### config.mk
export PLATFORM = sky130hd
export DESIGN_NAME = array_priority_queue_top
export DESIGN_NICKNAME = d
export VERILOG_FILES = /design/src/rtl/apq_pkg.sv /design/src/rtl/apq_ctrl.sv /design/src/rtl/apq_dp.sv /design/src/rtl/array_priority_queue_top.sv
export SDC_FILE = /design/constraint.sdc
export NUM_CORES = 1
export LEC_CHECK = 0
export ABC_CLOCK_PERIOD_IN_PS = 7700
export BUFFER_PORTS_ARGS = -buffer_cell sky130_fd_sc_hd__buf_2
export CORE_MARGIN = 2
export CORE_UTILIZATION = 57
export DETAILED_ROUTE_END_ITERATION = 10
export PLACE_DENSITY_LB_ADDON = 0.08
export SYNTH_ARGS = -nofsm -noshare
export SYNTH_HDL_FRONTEND = slang
export SYNTH_SLANG_ARGS = --single-unit
export TNS_END_PERCENT = 20
### constraint.sdc
create_clock -name clk_i -period 7.7 [get_ports clk_i]
set_input_delay 1.54 -clock clk_i [delete_from_list [all_inputs] [get_ports clk_i]]
set_output_delay 1.54 -clock clk_i [all_outputs]
set_load 0.01 [all_outputs]
### src/rtl/apq_pkg.sv
`default_nettype none

package apq_pkg;

  localparam int unsigned DEPTH     = 8;
  localparam int unsigned DATA_W    = 32;
  localparam int unsigned IDX_W     = (DEPTH > 1) ? $clog2(DEPTH) : 1;
  localparam int unsigned LEAVES    = 1 << IDX_W;
  localparam int unsigned CNT_W     = $clog2(DEPTH + 1);
  localparam int unsigned CNT_OUT_W = 4;

  localparam logic [1:0] MODE_INSERT = 2'd0;
  localparam logic [1:0] MODE_DELETE = 2'd1;
  localparam logic [1:0] MODE_PEEK   = 2'd2;

  localparam logic [1:0] STATUS_DONE  = 2'd0;
  localparam logic [1:0] STATUS_FULL  = 2'd1;
  localparam logic [1:0] STATUS_EMPTY = 2'd2;

  typedef struct packed {
    logic [1:0]               mode;
    logic signed [DATA_W-1:0] info_in;
    logic signed [DATA_W-1:0] prio_in;
  } apq_in_t;

  typedef struct packed {
    logic [1:0]               status;
    logic signed [DATA_W-1:0] info_out;
    logic signed [DATA_W-1:0] prio_out;
    logic [CNT_OUT_W-1:0]     count_out;
  } apq_out_t;

  typedef struct packed {
    logic load;
    logic find;
    logic exec;
  } apq_cmd_t;

  typedef enum logic [1:0] {
    ST_IDLE,
    ST_FIND,
    ST_EXEC,
    ST_DONE
  } apq_state_e;

endpackage

`default_nettype wire

### src/rtl/apq_ctrl.sv
`default_nettype none

module apq_ctrl (
  input  wire logic              clk_i,
  input  wire logic              rst_ni,
  input  wire logic              in_valid_i,
  output logic                   in_stall_o,
  output logic                   out_valid_o,
  input  wire logic              out_stall_i,
  output apq_pkg::apq_cmd_t      cmd_o
);

  apq_pkg::apq_state_e state_q, state_d;

  always_ff @(posedge clk_i or negedge rst_ni) begin
    if (!rst_ni) begin
      state_q <= apq_pkg::ST_IDLE;
    end else begin
      state_q <= state_d;
    end
  end

  always_comb begin
    state_d = state_q;
    case (state_q)
      apq_pkg::ST_IDLE: begin
        if (in_valid_i) begin
          state_d = apq_pkg::ST_FIND;
        end
      end
      apq_pkg::ST_FIND: state_d = apq_pkg::ST_EXEC;
      apq_pkg::ST_EXEC: state_d = apq_pkg::ST_DONE;
      apq_pkg::ST_DONE: begin
        if (!out_stall_i) begin
          state_d = apq_pkg::ST_IDLE;
        end
      end
      default: state_d = apq_pkg::ST_IDLE;
    endcase
  end

  always_comb begin
    in_stall_o  = 1'b1;
    out_valid_o = 1'b0;
    cmd_o       = '0;
    case (state_q)
      apq_pkg::ST_IDLE: begin
        in_stall_o = 1'b0;
        cmd_o.load = in_valid_i;
      end
      apq_pkg::ST_FIND: cmd_o.find = 1'b1;
      apq_pkg::ST_EXEC: cmd_o.exec = 1'b1;
      apq_pkg::ST_DONE: out_valid_o = 1'b1;
      default: in_stall_o = 1'b1;
    endcase
  end

endmodule

`default_nettype wire

### src/rtl/apq_dp.sv
`default_nettype none

module apq_dp (
  input  wire logic              clk_i,
  input  wire logic              rst_ni,
  input  wire apq_pkg::apq_cmd_t cmd_i,
  input  wire apq_pkg::apq_in_t  in_data_i,
  output apq_pkg::apq_out_t      out_data_o
);

  localparam int unsigned DEPTH  = apq_pkg::DEPTH;
  localparam int unsigned DATA_W = apq_pkg::DATA_W;
  localparam int unsigned IDX_W  = apq_pkg::IDX_W;
  localparam int unsigned LEAVES = apq_pkg::LEAVES;
  localparam int unsigned CNT_W  = apq_pkg::CNT_W;

  apq_pkg::apq_in_t    op_q;
  logic [DATA_W-1:0]   entry_info_q [DEPTH];
  logic [DATA_W-1:0]   entry_prio_q [DEPTH];
  logic [DATA_W-1:0]   entry_info_d [DEPTH];
  logic [DATA_W-1:0]   entry_prio_d [DEPTH];
  logic [DATA_W-1:0]   next_info    [DEPTH];
  logic [DATA_W-1:0]   next_prio    [DEPTH];
  logic [CNT_W-1:0]    count_q, count_d;
  logic [IDX_W-1:0]    best_q;
  apq_pkg::apq_out_t   out_q, out_d;

  logic                leaf_vld  [LEAVES];
  logic [DATA_W-1:0]   leaf_prio [LEAVES];
  logic                node_vld  [2*LEAVES];
  logic [DATA_W-1:0]   node_prio [2*LEAVES];
  logic [IDX_W-1:0]    node_idx  [2*LEAVES];

  logic                is_full;
  logic                is_empty;
  logic                do_insert;
  logic                do_delete;

  for (genvar g = 0; g < LEAVES; g++) begin : g_leaf
    if (g < DEPTH) begin : g_real
      assign leaf_vld[g]  = CNT_W'(g) < count_q;
      assign leaf_prio[g] = entry_prio_q[g];
    end else begin : g_pad
      assign leaf_vld[g]  = 1'b0;
      assign leaf_prio[g] = '0;
    end
  end

  for (genvar g = 0; g < DEPTH; g++) begin : g_next
    if (g + 1 < DEPTH) begin : g_mid
      assign next_info[g] = entry_info_q[g+1];
      assign next_prio[g] = entry_prio_q[g+1];
    end else begin : g_last
      assign next_info[g] = entry_info_q[g];
      assign next_prio[g] = entry_prio_q[g];
    end
  end

  // Ties keep the left child, which holds the earlier arrivals.
  always_comb begin
    for (int i = 0; i < LEAVES; i++) begin
      node_vld[LEAVES+i]  = leaf_vld[i];
      node_prio[LEAVES+i] = leaf_prio[i];
      node_idx[LEAVES+i]  = IDX_W'(i);
    end
    node_vld[0]  = 1'b0;
    node_prio[0] = '0;
    node_idx[0]  = '0;
    for (int n = LEAVES - 1; n >= 1; n--) begin
      if (node_vld[2*n+1] && (!node_vld[2*n] ||
          ($signed(node_prio[2*n+1]) > $signed(node_prio[2*n])))) begin
        node_vld[n]  = 1'b1;
        node_prio[n] = node_prio[2*n+1];
        node_idx[n]  = node_idx[2*n+1];
      end else begin
        node_vld[n]  = node_vld[2*n];
        node_prio[n] = node_prio[2*n];
        node_idx[n]  = node_idx[2*n];
      end
    end
  end

  assign is_full   = count_q == CNT_W'(DEPTH);
  assign is_empty  = count_q == '0;
  assign do_insert = cmd_i.exec && (op_q.mode == apq_pkg::MODE_INSERT) && !is_full;
  assign do_delete = cmd_i.exec && (op_q.mode == apq_pkg::MODE_DELETE) && !is_empty;

  always_comb begin
    for (int i = 0; i < DEPTH; i++) begin
      entry_info_d[i] = entry_info_q[i];
      entry_prio_d[i] = entry_prio_q[i];
      if (do_insert && (CNT_W'(i) == count_q)) begin
        entry_info_d[i] = op_q.info_in;
        entry_prio_d[i] = op_q.prio_in;
      end else if (do_delete && (IDX_W'(i) >= best_q)) begin
        entry_info_d[i] = next_info[i];
        entry_prio_d[i] = next_prio[i];
      end
    end
  end

  always_comb begin
    count_d = count_q;
    if (do_insert) begin
      count_d = count_q + CNT_W'(1);
    end else if (do_delete) begin
      count_d = count_q - CNT_W'(1);
    end
  end

  always_comb begin
    out_d          = '0;
    out_d.status   = apq_pkg::STATUS_DONE;
    out_d.count_out = apq_pkg::CNT_OUT_W'(count_d);
    case (op_q.mode)
      apq_pkg::MODE_INSERT: begin
        if (is_full) begin
          out_d.status = apq_pkg::STATUS_FULL;
        end
      end
      apq_pkg::MODE_DELETE: begin
        if (is_empty) begin
          out_d.status = apq_pkg::STATUS_EMPTY;
        end else begin
          out_d.info_out = entry_info_q[best_q];
          out_d.prio_out = entry_prio_q[best_q];
        end
      end
      apq_pkg::MODE_PEEK: begin
        if (is_empty) begin
          out_d.status = apq_pkg::STATUS_EMPTY;
        end else begin
          out_d.prio_out = entry_prio_q[best_q];
        end
      end
      default: out_d.status = apq_pkg::STATUS_DONE;
    endcase
  end

  always_ff @(posedge clk_i or negedge rst_ni) begin
    if (!rst_ni) begin
      count_q <= '0;
    end else begin
      count_q <= count_d;
    end
  end

  always_ff @(posedge clk_i) begin
    if (cmd_i.load) begin
      op_q <= in_data_i;
    end
    if (cmd_i.find) begin
      best_q <= node_idx[1];
    end
    if (cmd_i.exec) begin
      out_q <= out_d;
    end
    for (int i = 0; i < DEPTH; i++) begin
      entry_info_q[i] <= entry_info_d[i];
      entry_prio_q[i] <= entry_prio_d[i];
    end
  end

  assign out_data_o = out_q;

  a_count_bound: assert property (@(posedge clk_i) disable iff (!rst_ni)
    count_q <= CNT_W'(DEPTH))
    else $error("Entry count exceeds the queue depth.");

  a_insert_grows: assert property (@(posedge clk_i) disable iff (!rst_ni)
    do_insert |=> count_q == $past(count_q) + CNT_W'(1))
    else $error("Accepted insert did not add an entry.");

  a_delete_shrinks: assert property (@(posedge clk_i) disable iff (!rst_ni)
    do_delete |=> count_q == $past(count_q) - CNT_W'(1))
    else $error("Successful delete did not remove an entry.");

  a_idle_count: assert property (@(posedge clk_i) disable iff (!rst_ni)
    !cmd_i.exec |=> count_q == $past(count_q))
    else $error("Entry count changed outside an operation.");

endmodule

`default_nettype wire

### src/rtl/array_priority_queue_top.sv
// A result is offered in the controller's done state, after the find and execute
// states, and is held there while the result side stalls.
// A new operation is taken only once the last result has transferred;
// the controller takes one operation at a time through find, execute and hand-off.
// The greatest priority is found by a combinational compare tree over all entries.
// Reset clears the entry count and the controller; stored entries are not cleared.
`default_nettype none

module array_priority_queue_top (
  input  wire logic             clk_i,
  input  wire logic             rst_ni,
  input  wire logic             in_valid_i,
  output logic                  in_stall_o,
  input  wire apq_pkg::apq_in_t in_data_i,
  output logic                  out_valid_o,
  input  wire logic             out_stall_i,
  output apq_pkg::apq_out_t     out_data_o
);

  apq_pkg::apq_cmd_t cmd;

  apq_ctrl u_ctrl (
    .clk_i      (clk_i),
    .rst_ni     (rst_ni),
    .in_valid_i (in_valid_i),
    .in_stall_o (in_stall_o),
    .out_valid_o(out_valid_o),
    .out_stall_i(out_stall_i),
    .cmd_o      (cmd)
  );

  apq_dp u_dp (
    .clk_i     (clk_i),
    .rst_ni    (rst_ni),
    .cmd_i     (cmd),
    .in_data_i (in_data_i),
    .out_data_o(out_data_o)
  );

endmodule

`default_nettype wire

After elaboration in Yosys (flattened, before gate mapping). Memories as Yosys holds them, arrays and structs flattened. A register that Yosys moved wholly into a read port is not among the register bits. Cells that the tools add are included.

Register bits after elaboration: 113. Memory bits (writable): 512. Input bits: 70. Output and inout port bits: 72. Logic and storage cells: 166. Memories: 2.

Memories: u_dp.entry_info_q (depth 8, bits a word 32, rd ports 8, clocked after Yosys merged registers in 1, write ports 8, line apq_dp.sv:18) `logic [DATA_W-1:0] entry_info_q [DEPTH];`; u_dp.entry_prio_q (depth 8, bits a word 32, rd ports 9, clocked after Yosys merged registers in 1, write ports 8, line apq_dp.sv:19) `logic [DATA_W-1:0] entry_prio_q [DEPTH];`.

Add/subtract/negate cells: 2. Order comparisons: 22. Eq/ne operators: 16. Muxes and demuxes: 66. Bitwise logic cells: 1. Reductions and logical operators: 48.

Operators by type and width (count): $mux 32 (38); $gt 32x32->1 (7); $pmux 32 s2 (1); $logic_and 1x1->1 (26); $eq 3x4->1 const A (4); $lt 3x4->1 const A (4); $mux 1 (16); $mux 3 (4); $ge 3x3->1 const A (3); $logic_not 1->1 (9); $eq 2x4->1 const A (2); $lt 1x4->1 const A (2); $lt 2x4->1 const A (2); $mux 4 (2); $pmux 2 s4 (1); $logic_or 1x1->1 (7); $eq 2x2->1 const B (3); $ge 1x3->1 const A (2); $ge 2x3->1 const A (2); $mux 2 (3); $ne 2x2->1 const B (3); $add 4x1->4 const B (1); $eq 1x4->1 const A (1); $eq 2x1->1 const B (2); other kinds (8) (10).

Longest topological paths before layout. Gate-level depths: netlist of the first run.

Depth in word-level cells: 14. Gate-level depth with buffers: 31.

Hierarchy. A second synthesis of the first run with hierarchy kept.

Cells, all modules: 2734. Area total of the unflattened synthesis: 37494.7 um2.

By module, submodules not included: apq_dp (instances 1, cells each 2719, area each 37319.5 um2, sequential area each 19648.8 um2); apq_ctrl (instances 1, cells each 15, area each 175.2 um2, sequential area each 50.0 um2).

Worst setup path after synthesis of the first run. Ideal clock, no wire load.

Path type: reg2reg. Start: register u_ctrl.state_q[0]. End: memory u_dp.entry_info_q[0][0] (enable). Setup time: 0.574 ns. Data arrival time: 7.385 ns. Required time: 7.126 ns. Path slack: -0.259 ns. Stages on the path, launching flop included: 5. Path buffers: 0. Clock period less this slack: 7.959 ns. Path through: dfrtp_1 -> inv_1 -> ha_1 -> nand3_1 -> o21ai_0.

RTL lines: start, declared (line apq_ctrl.sv:13) `apq_pkg::apq_state_e state_q, state_d;`; start signal, assigned (line apq_ctrl.sv:17) `state_q <= apq_pkg::ST_IDLE;`; start signal, assigned (line apq_ctrl.sv:19) `state_q <= state_d;`; end, declared (line apq_dp.sv:18).

==> results of run 1 <==
[layer usage]
metal / vias to the layer above / routed length [um] / GRT usage (%)
li1: 10657 / - / -
met1: 12234 / 44100 / 43.0
met2: 916 / 48600 / 50.3
met3: 189 / 6720 / 4.41
met4: 4 / 3300 / 9.82
met5: - / 25 / 0
[logic make-up after synthesis]
group	Yosys count	share of synthesized area (%)
AOI/OAI and AO/OA	309	4.90
xor gates and xnor gates	2	0.0472
adders and majority gates	236	7.96
buffers and inverters	341	3.75
DFF	657	53.1
muxes	738	25.5
and+or+nand+nor	378	4.72
[layout by cell type, fill, tap and decap left out, types with 6 or more instances in the layout]
master     instances
a21o_1            18
a21oi_1           93
buf_12            13
buf_2            141
buf_4             92
bufinv_16          6
clkbuf_1          14
clkbuf_16         75
clkinv_1          18
clkinv_2          12
dfrtp_1            6
edfxtp_1         651
ha_1             235
inv_1            213
mux2_2           385
mux2i_1          197
mux2i_2           20
mux2i_4            8
mux4_2           128
nand2_1          146
nand3_1           22
nand4_1           50
nor2_1            86
nor2b_1           10
nor3_1             9
nor4_1             6
o211ai_1          10
o21a_1             9
o21ai_0          124
or3_1              7
[flip-flops by register name, indices dropped and copies added, names as in the netlist]
name / cells
u_dp.out_data_o: 70
u_ctrl.state_q: 2
u_dp.op_q: 66
u_dp.entry_prio_q: 256
u_dp.entry_info_q: 256
u_dp.best_q: 3
u_dp.count_q: 4
[where the power goes]
part           internal [uW]  switching (uW)  leakage (uW)
sequential              4650             368       0.00601
clock                   2030            1550       0.00118
combinational           2670            3310       0.00853
total                   9350            5220        0.0157
[metrics by stage]
step / setup TNS [ns] / area, um^2 / setup slack (ns)
2_1_floorplan: -24.64 / 37100 / -0.210
3_3_place_gp: -0.923 / 39300 / -0.388
3_5_place_dp: -0.972 / 39300 / -0.412
4_1_cts: 0 / 41800 / 0.0167
5_1_grt: -0.0471 / 42100 / -0.0471
6_report: 0 / 42100 / 0.225
[path summary, 6_finish.rpt]
path | startpoint | to | slack [ns] | cells after the start
min in group asynchronous | rst_ni | u_ctrl.state_q[0] | 0.73 | 1
worst min-delay path | u_dp.entry_info_q[2][13] | u_dp.entry_info_q[1][13] | 0.57 | 1
worst max-delay path | u_dp.entry_prio_q[3][27] | u_dp.best_q[1] | 0.22 | 31
worst max register to register | u_dp.entry_prio_q[3][27] | u_dp.best_q[1] | 0.22 | 31
worst min register to register | u_dp.entry_info_q[2][13] | u_dp.entry_info_q[1][13] | 0.57 | 1
max in group asynchronous | rst_ni | u_dp.count_q[3] | 6.79 | 1
[timing repair]
item                                    4_1_cts  5_1_grt
gates cloned                                  0        0
endpoints found under the setup margin        3        3
pin swaps                                     1       10
buffers inserted                              2        8
resized for setup                             2       58
[final cells by class]
cell class / count / area [um^2] / area share, %
Multi-Input combinational cell: 1663 / 16400 / 38.9
Clock buffer: 90 / 1940 / 4.61
Clock inverter: 48 / 513 / 1.22
Inverter: 213 / 800 / 1.90
Sequential cell: 657 / 19700 / 46.8
Tap cell: 855 / 1070 / 2.54
Timing Repair Buffer: 250 / 1710 / 4.05
==> results.cfg, run 1 <==
[status]
outcome = finished, final reports clean

[pwr]
cellLeakagePower_uw = 0.0157
power_density_nw_per_um2 = 346
power.total_uw = 14600
vdd_drop_max_v = 0.000461

[cells_and_area]
drive_above_1_share_pct = 32.1
fin_util_pct = 65.4
area_growth_pct = 13.5
finalNonFillerCells = 3776
fin_nets = 3165
diodes = 0
nFillCells = 4842

[drt]
wl_um = 103000
drcViolationCount = 0
drtAntennaViolNets = 0
detail_route.wl_per_cell_um = 27.2
num_vias = 24000
drt_pass1_iterations = 5
avgViaCountPerCell = 6.36
drtIter0Drc = 2397

[die]
rows = 93
core_area_um2 = 64500
die-area_um2 = 67200
die_h_um = 259
initial_core_util_pct = 57.6
die_x_um = 259
num_io_pins = 142

[synthesis]
yosysMostFrequentCell = edfxtp_1
syn_area_um2 = 37100
synth.distinct_cells = 58
async_reset_ff_share_pct = 0.913
synthTopCellsByArea = edfxtp_1 (53%), mux2_2 (12%), ha_1 (8.0%), mux4_2 (7.8%), mux2i_1 (6.0%)
ys_seq_area_share_pct = 53.1
yosys_warnings = 0
synthFlopType = edfxtp_1
synth-edff-count = 651
syn_inst = 2661
syn_nets = 2967
synthDominantCellAreaShare_pct = 52.7
netlist.top_cell.by_area = edfxtp_1
avgSynthCellArea_um2 = 13.9
synth_common_cells = edfxtp_1 (651), mux2_2 (385), ha_1 (236)
yosys_register_bits = 657

[setup_path]
worstPathMaxFanout = 13
crit_slowest_cell = or4_1
crit_buf_inv = 7
critPathRequiredTime_ns = 8.07
cpPeakStageDelay_ns = 0.53
cp-start-kind = flop
critPathTopFamily = simple AND/OR/NAND/NOR gates
cp.arrival_ns = 7.85
setup.worst_path.class = reg -> reg
end_kind = flop

[place]
hpwl_um = 65500
gp_congestion = 0.936
io_buffer_count = 141
dp.cells = 3628

[clock_tree]
clockBufferDepth = 3
htreeDepth = 3
clock_latency_ns = 0.64
postCtsHoldBufs = 0
clock_sinks = 657
tritoncts = built
clk_pin_slew_worst_paths_ns = 0.07
cts_buffers = 74
cts_root_buf = clkbuf_16

[global_route]
first_global_vias = 24739
antenna_found_initial = 3
grt-ovfl-total = 0
grt_pass1_wl_um = 154000
track_usage_pct = 30.8
grt_max_degree = 134

[sta]
tightest_slew_ns = 1.07
hold_ws_ns = 0.572
fin_skew_ns = 0.0305
setup_violations = 0
final_max_slew_viol_count = 0
fin_crit_sh_pct = 97.1
max_freq_mhz = 134
relSlewSlack_pct = 28.7
hold_viol = 0
period_needed_ns = 7.48

[job]
cap_violations = 0

[hold_path]
hp-class = reg -> reg
No activity file was read; power rests on OpenSTA's default activity.
==> run 2, diff against run 1 <==
CORE_UTILIZATION = 43   (was 57)
==> results.cfg, run 2 (synthesis gave the netlist of run 1 again) <==
[status]
outcome = finished, final reports clean

[place]
place_area_um2 = 39800
gp_congestion = 0.889
hpwl_um = 71300
io_buffer_count = 141

[clock_tree]
tritoncts = built
postCtsHoldBufs = 0
clock_sinks = 657
clockBufferDepth = 3
htreeDepth = 3
cts_root_buf = clkbuf_16
clk_pin_slew_worst_paths_ns = 0.06
clock_latency_ns = 0.65
cts_buffers = 79

[die]
num_io_pins = 142
die_x_um = 298
rows = 107
die-area_um2 = 88700
die_h_um = 298
initial_core_util_pct = 43.5
core_area_um2 = 85400

[global_route]
antenna_found_initial = 3
grt_pass1_wl_um = 164000
track_usage_pct = 24.8
grt-ovfl-total = 0
grt_max_degree = 96
first_global_vias = 24748

[pwr]
power_density_nw_per_um2 = 349
vdd_drop_max_v = 0.000347
cellLeakagePower_uw = 0.0159

[cells_and_area]
diodes = 0
drive_above_1_share_pct = 32.8
area_growth_pct = 15.5
final_cell_area_um2 = 42900
layout_common_cells = edfxtp_1 (651), mux2_2 (385), ha_1 (234)
fin_nets = 3197
fin_util_pct = 50.2
final_common_cell = edfxtp_1

[drt]
avgViaCountPerCell = 5.81
detail_route.wl_per_cell_um = 27.3
drt_pass1_iterations = 7
num_vias = 23793
drcViolationCount = 0
wl_um = 112000
drtIter0Drc = 1742
drtAntennaViolNets = 0

[setup_path]
r2r_slack_ns = 0.22
worstPathMaxFanout = 8
end_kind = flop
rr_startpoint = u_dp.entry_prio_q[3][17]
r2r_cells = 33
setup.worst_path.class = reg -> reg
cpPeakStageDelay_ns = 0.58
critPathRequiredTime_ns = 8.17
cpMostUsedCell = buf_4
cp-start-kind = flop
r2r-end = u_dp.best_q[0]
crit_slowest_cell = or4_1
cp.arrival_ns = 7.95

[sta]
relSlewSlack_pct = 22.7
max_freq_mhz = 134
hold_viol = 0
fin_skew_ns = 0.0259
final_max_slew_viol_count = 0
period_needed_ns = 7.48
tightest_slew_ns = 1.16
setup_tns_ns = 0
fin_crit_sh_pct = 97.2
setup_violations = 0

[hold_path]
hold_path_depth = 1
hold_start = u_dp.entry_info_q[6][14]
worstHoldEndpoint = u_dp.entry_info_q[5][14]
hp-class = reg -> reg

[job]
cap_violations = 0
[run 2: cell count changes in the layout (fill, tap and decap cells not counted), moves of 4 or more]
cell / previous run / this run
mux2i_2: 20 / 16
clkbuf_16: 75 / 83
buf_4: 92 / 118
clkbuf_1: 14 / 24
[run 2: worst max path at each step]
stage / cells past startpoint / start / endpoint / slack, ns
2_1_floorplan: 6 / u_ctrl.state_q[0] / u_dp.entry_info_q[7][0] / -0.21
3_3_place_gp: 26 / u_dp.entry_prio_q[7][15] / u_dp.best_q[0] / -0.30
3_5_place_dp: 27 / u_dp.entry_prio_q[7][14] / u_dp.best_q[0] / -0.36
4_1_cts: 31 / u_dp.entry_prio_q[4][19] / u_dp.best_q[0] / 0.008
5_1_grt: 30 / u_dp.entry_prio_q[4][19] / u_dp.best_q[0] / -0.02
6_report: 33 / u_dp.entry_prio_q[3][17] / u_dp.best_q[0] / 0.22
[run 2: final cells by class]
type / instances / area, um^2
clock buffer: 105 / 2090
clock inverter: 38 / 414
fill: 7452 / 42500
inverter: 213 / 800
multi-input combinational: 1663 / 16500
sequential: 657 / 19700
tap: 1144 / 1430
timing repair buffer: 277 / 1940
[run 2: worst max-delay path, delay by kind of cell, from the launching register on]
kind	cells	cell delay [ns]
mux	2	0.61
flops	1	0.48
fa+ha+maj	3	1.02
compound gates	8	1.22
simple gates	12	2.73
buf+inv	8	1.25
[run 2: metal layers]
layer / share of wire [%] / vias to the layer above / global-route usage [%] / routed length [um]
li1: - / 10724 / - / -
met5: 0.025 / - / 0 / 28
met4: 2.4 / 6 / 6.37 / 2720
met2: 47 / 640 / 40.5 / 52600
met3: 5.2 / 159 / 3.77 / 5820
met1: 45 / 12264 / 34.7 / 50700
[run 2: repair_timing]
| item | CTS | global route |
|---|---|---|
| cloned | 0 | 4 |
| gates resized for setup | 6 | 66 |
| setup endpoints to repair | 3 | 3 |
| buffers inserted | 2 | 9 |
| pin swaps | 2 | 15 |
[run 2: where the power goes]
| group | internal (uW) | switching (uW) |
|---|---|---|
| Sequential | 4660 | 404 |
| Combinational | 2770 | 3440 |
| Clock | 2160 | 1540 |
| Total | 9580 | 5380 |
[run 2: through the flow]
step	setup slack, ns	total power, uW	cells	hold slack (ns)
3_5_place_dp	-0.357	11100	3939	0.560
6_report	0.218	15000	4097	0.572
5_1_grt	-0.0231	15700	4097	0.588
2_1_floorplan	-0.210	8870	2661	0.523
3_3_place_gp	-0.297	11000	3939	0.547
4_1_cts	0.00770	14800	4084	0.574
==> run 3, diff against run 2 <==
ABC_AREA = 0   (was default)
ABC_CLOCK_PERIOD_IN_PS = 8600   (was 7700)
CTS_CLUSTER_DIAMETER = 200   (was default)
clock period = 8.6 ns   (was 7.7 ns; I/O delays follow)
==> results.cfg, run 3 (synthesis gave the netlist of run 1 again) <==
[global_route]
track_usage_pct = 24.6
first_global_vias = 24488
grt-ovfl-total = 0
grt_max_degree = 90
antenna_found_initial = 4
grt_pass1_wl_um = 162000

[place]
gp_congestion = 0.875
io_buffer_count = 141
place_ws_ns = 0.0727
hpwl_um = 69900

[setup_path]
cp.arrival_ns = 8.69
cp-start-kind = flop
r2r_cells = 27
r2r_slack_ns = 0.31
crit_slowest_cell = or4_1
critPathLaunch = u_dp.entry_prio_q[5][19]
end_kind = flop
rr_startpoint = u_dp.entry_prio_q[5][19]
r2r-end = u_dp.best_q[0]
critPathRequiredTime_ns = 9.00
cpPeakStageDelay_ns = 0.65
setup.worst_path.class = reg -> reg
worstPathMaxFanout = 26

[clock_tree]
postCtsHoldBufs = 0
clockBufferDepth = 3
tritoncts = built
clock_latency_ns = 0.66
clock_sinks = 657
clk_pin_slew_worst_paths_ns = 0.06
cts_root_buf = clkbuf_16
cts_buffers = 77
htreeDepth = 3

[cells_and_area]
diodes = 0
area_growth_pct = 12.7
regArea_um2 = 19700
final_common_cell = edfxtp_1
layout_common_cells = edfxtp_1 (651), mux2_2 (385), ha_1 (235)
multi_input_area_um2 = 16200
nFillCells = 7562
fin_util_pct = 49.0
drive_above_1_share_pct = 29.8
fin_nets = 3120

[status]
outcome = finished, final reports clean

[drt]
drtAntennaViolNets = 0
drcViolationCount = 0
wl_um = 110000
detail_route.wl_per_cell_um = 27.3
drt_pass1_iterations = 6
num_vias = 23442
drtIter0Drc = 1868
avgViaCountPerCell = 5.83

[sta]
fin_ws_ns = 0.313
tightest_slew_ns = 1.11
final_max_slew_viol_count = 0
max_freq_mhz = 121
setup_violations = 0
fin_skew_ns = 0.0257
fin_crit_sh_pct = 96.4
period_needed_ns = 8.29
hold_viol = 0
relSlewSlack_pct = 25.5

[hold_path]
hp-class = reg -> reg
hold_start = u_dp.entry_info_q[5][27]
worstHoldEndpoint = u_dp.entry_info_q[4][27]
hold_path_depth = 1

[die]
die_h_um = 298
num_io_pins = 142
initial_core_util_pct = 43.5
die-area_um2 = 88700
core_area_um2 = 85400
rows = 107
die_x_um = 298

[pwr]
power.total_uw = 12900
power_density_nw_per_um2 = 308
cellLeakagePower_uw = 0.0154
vdd_drop_max_v = 0.000282

[job]
cap_violations = 0
-- run 3: cell types whose count changed in the layout (fill, tap and decap cells not counted), moves of 5 or more --
cell	before	now
buf_4	118	55
mux2i_1	198	224
mux2i_2	16	0
mux2i_4	11	1
clkbuf_1	24	19
clkbuf_16	83	78
-- run 3: how the worst max path moves through the flow --
stage,to,slack (ns),depth (start not counted)
after floorplan,u_dp.entry_info_q[0][0],0.64,4
after global placement,u_dp.best_q[1],0.08,27
after detailed placement,u_dp.best_q[0],0.07,28
after CTS,u_dp.best_q[0],0.02,28
after global routing,u_dp.best_q[1],-0.009,26
final,u_dp.best_q[0],0.31,27
-- run 3: stage by stage --
step | hold WS [ns] | instances | area [um^2] | setup TNS [ns]
global placement | 0.546 | 3878 | 39300 | 0
global route | 0.590 | 4020 | 41800 | -0.00942
floorplan | 0.523 | 2661 | 37100 | 0
CTS | 0.561 | 4019 | 41800 | 0
finish | 0.566 | 4020 | 41800 | 0
detailed placement | 0.558 | 3878 | 39300 | 0
-- run 3: area by class of cell --
cell class | instances | share of cell area, %
clock buffers | 97 | 4.84
clock inverters | 44 | 1.08
flip-flops and latches | 657 | 47.1
multi-input cells | 1663 | 38.7
inverters | 213 | 1.91
well taps | 1144 | 3.42
repair buffers | 202 | 2.96
-- run 3: critical path, delay by kind of cell, from the launching register on --
family / cells / cell delay, ns
buffers and inverters: 3 / 0.87
and+or+nand+nor: 11 / 3.58
AOI/OAI and AO/OA: 8 / 1.70
muxes: 2 / 0.34
DFF: 1 / 0.44
adders and majority gates: 3 / 1.04
-- run 3: what timing repair did --
| action | in CTS | in global routing |
|---|---|---|
| setup buffers | 0 | 1 |
| resized for setup | 0 | 3 |
| setup endpoints to repair | 0 | 3 |
-- run 3: where the power goes --
part	total [uW]	switching, uW	internal (uW)	leakage [uW]
combinational	5120	2950	2170	0.00824
sequential	4500	336	4170	0.00601
clock	3250	1410	1840	0.00119
-- run 3: metal layers --
layer	track usage [%]	vias up	share of wire (%)
li1	-	10559	-
met1	33.9	12079	45
met2	40.3	635	47
met3	3.74	163	5.0
met4	7.39	6	2.7
met5	0	-	0.038
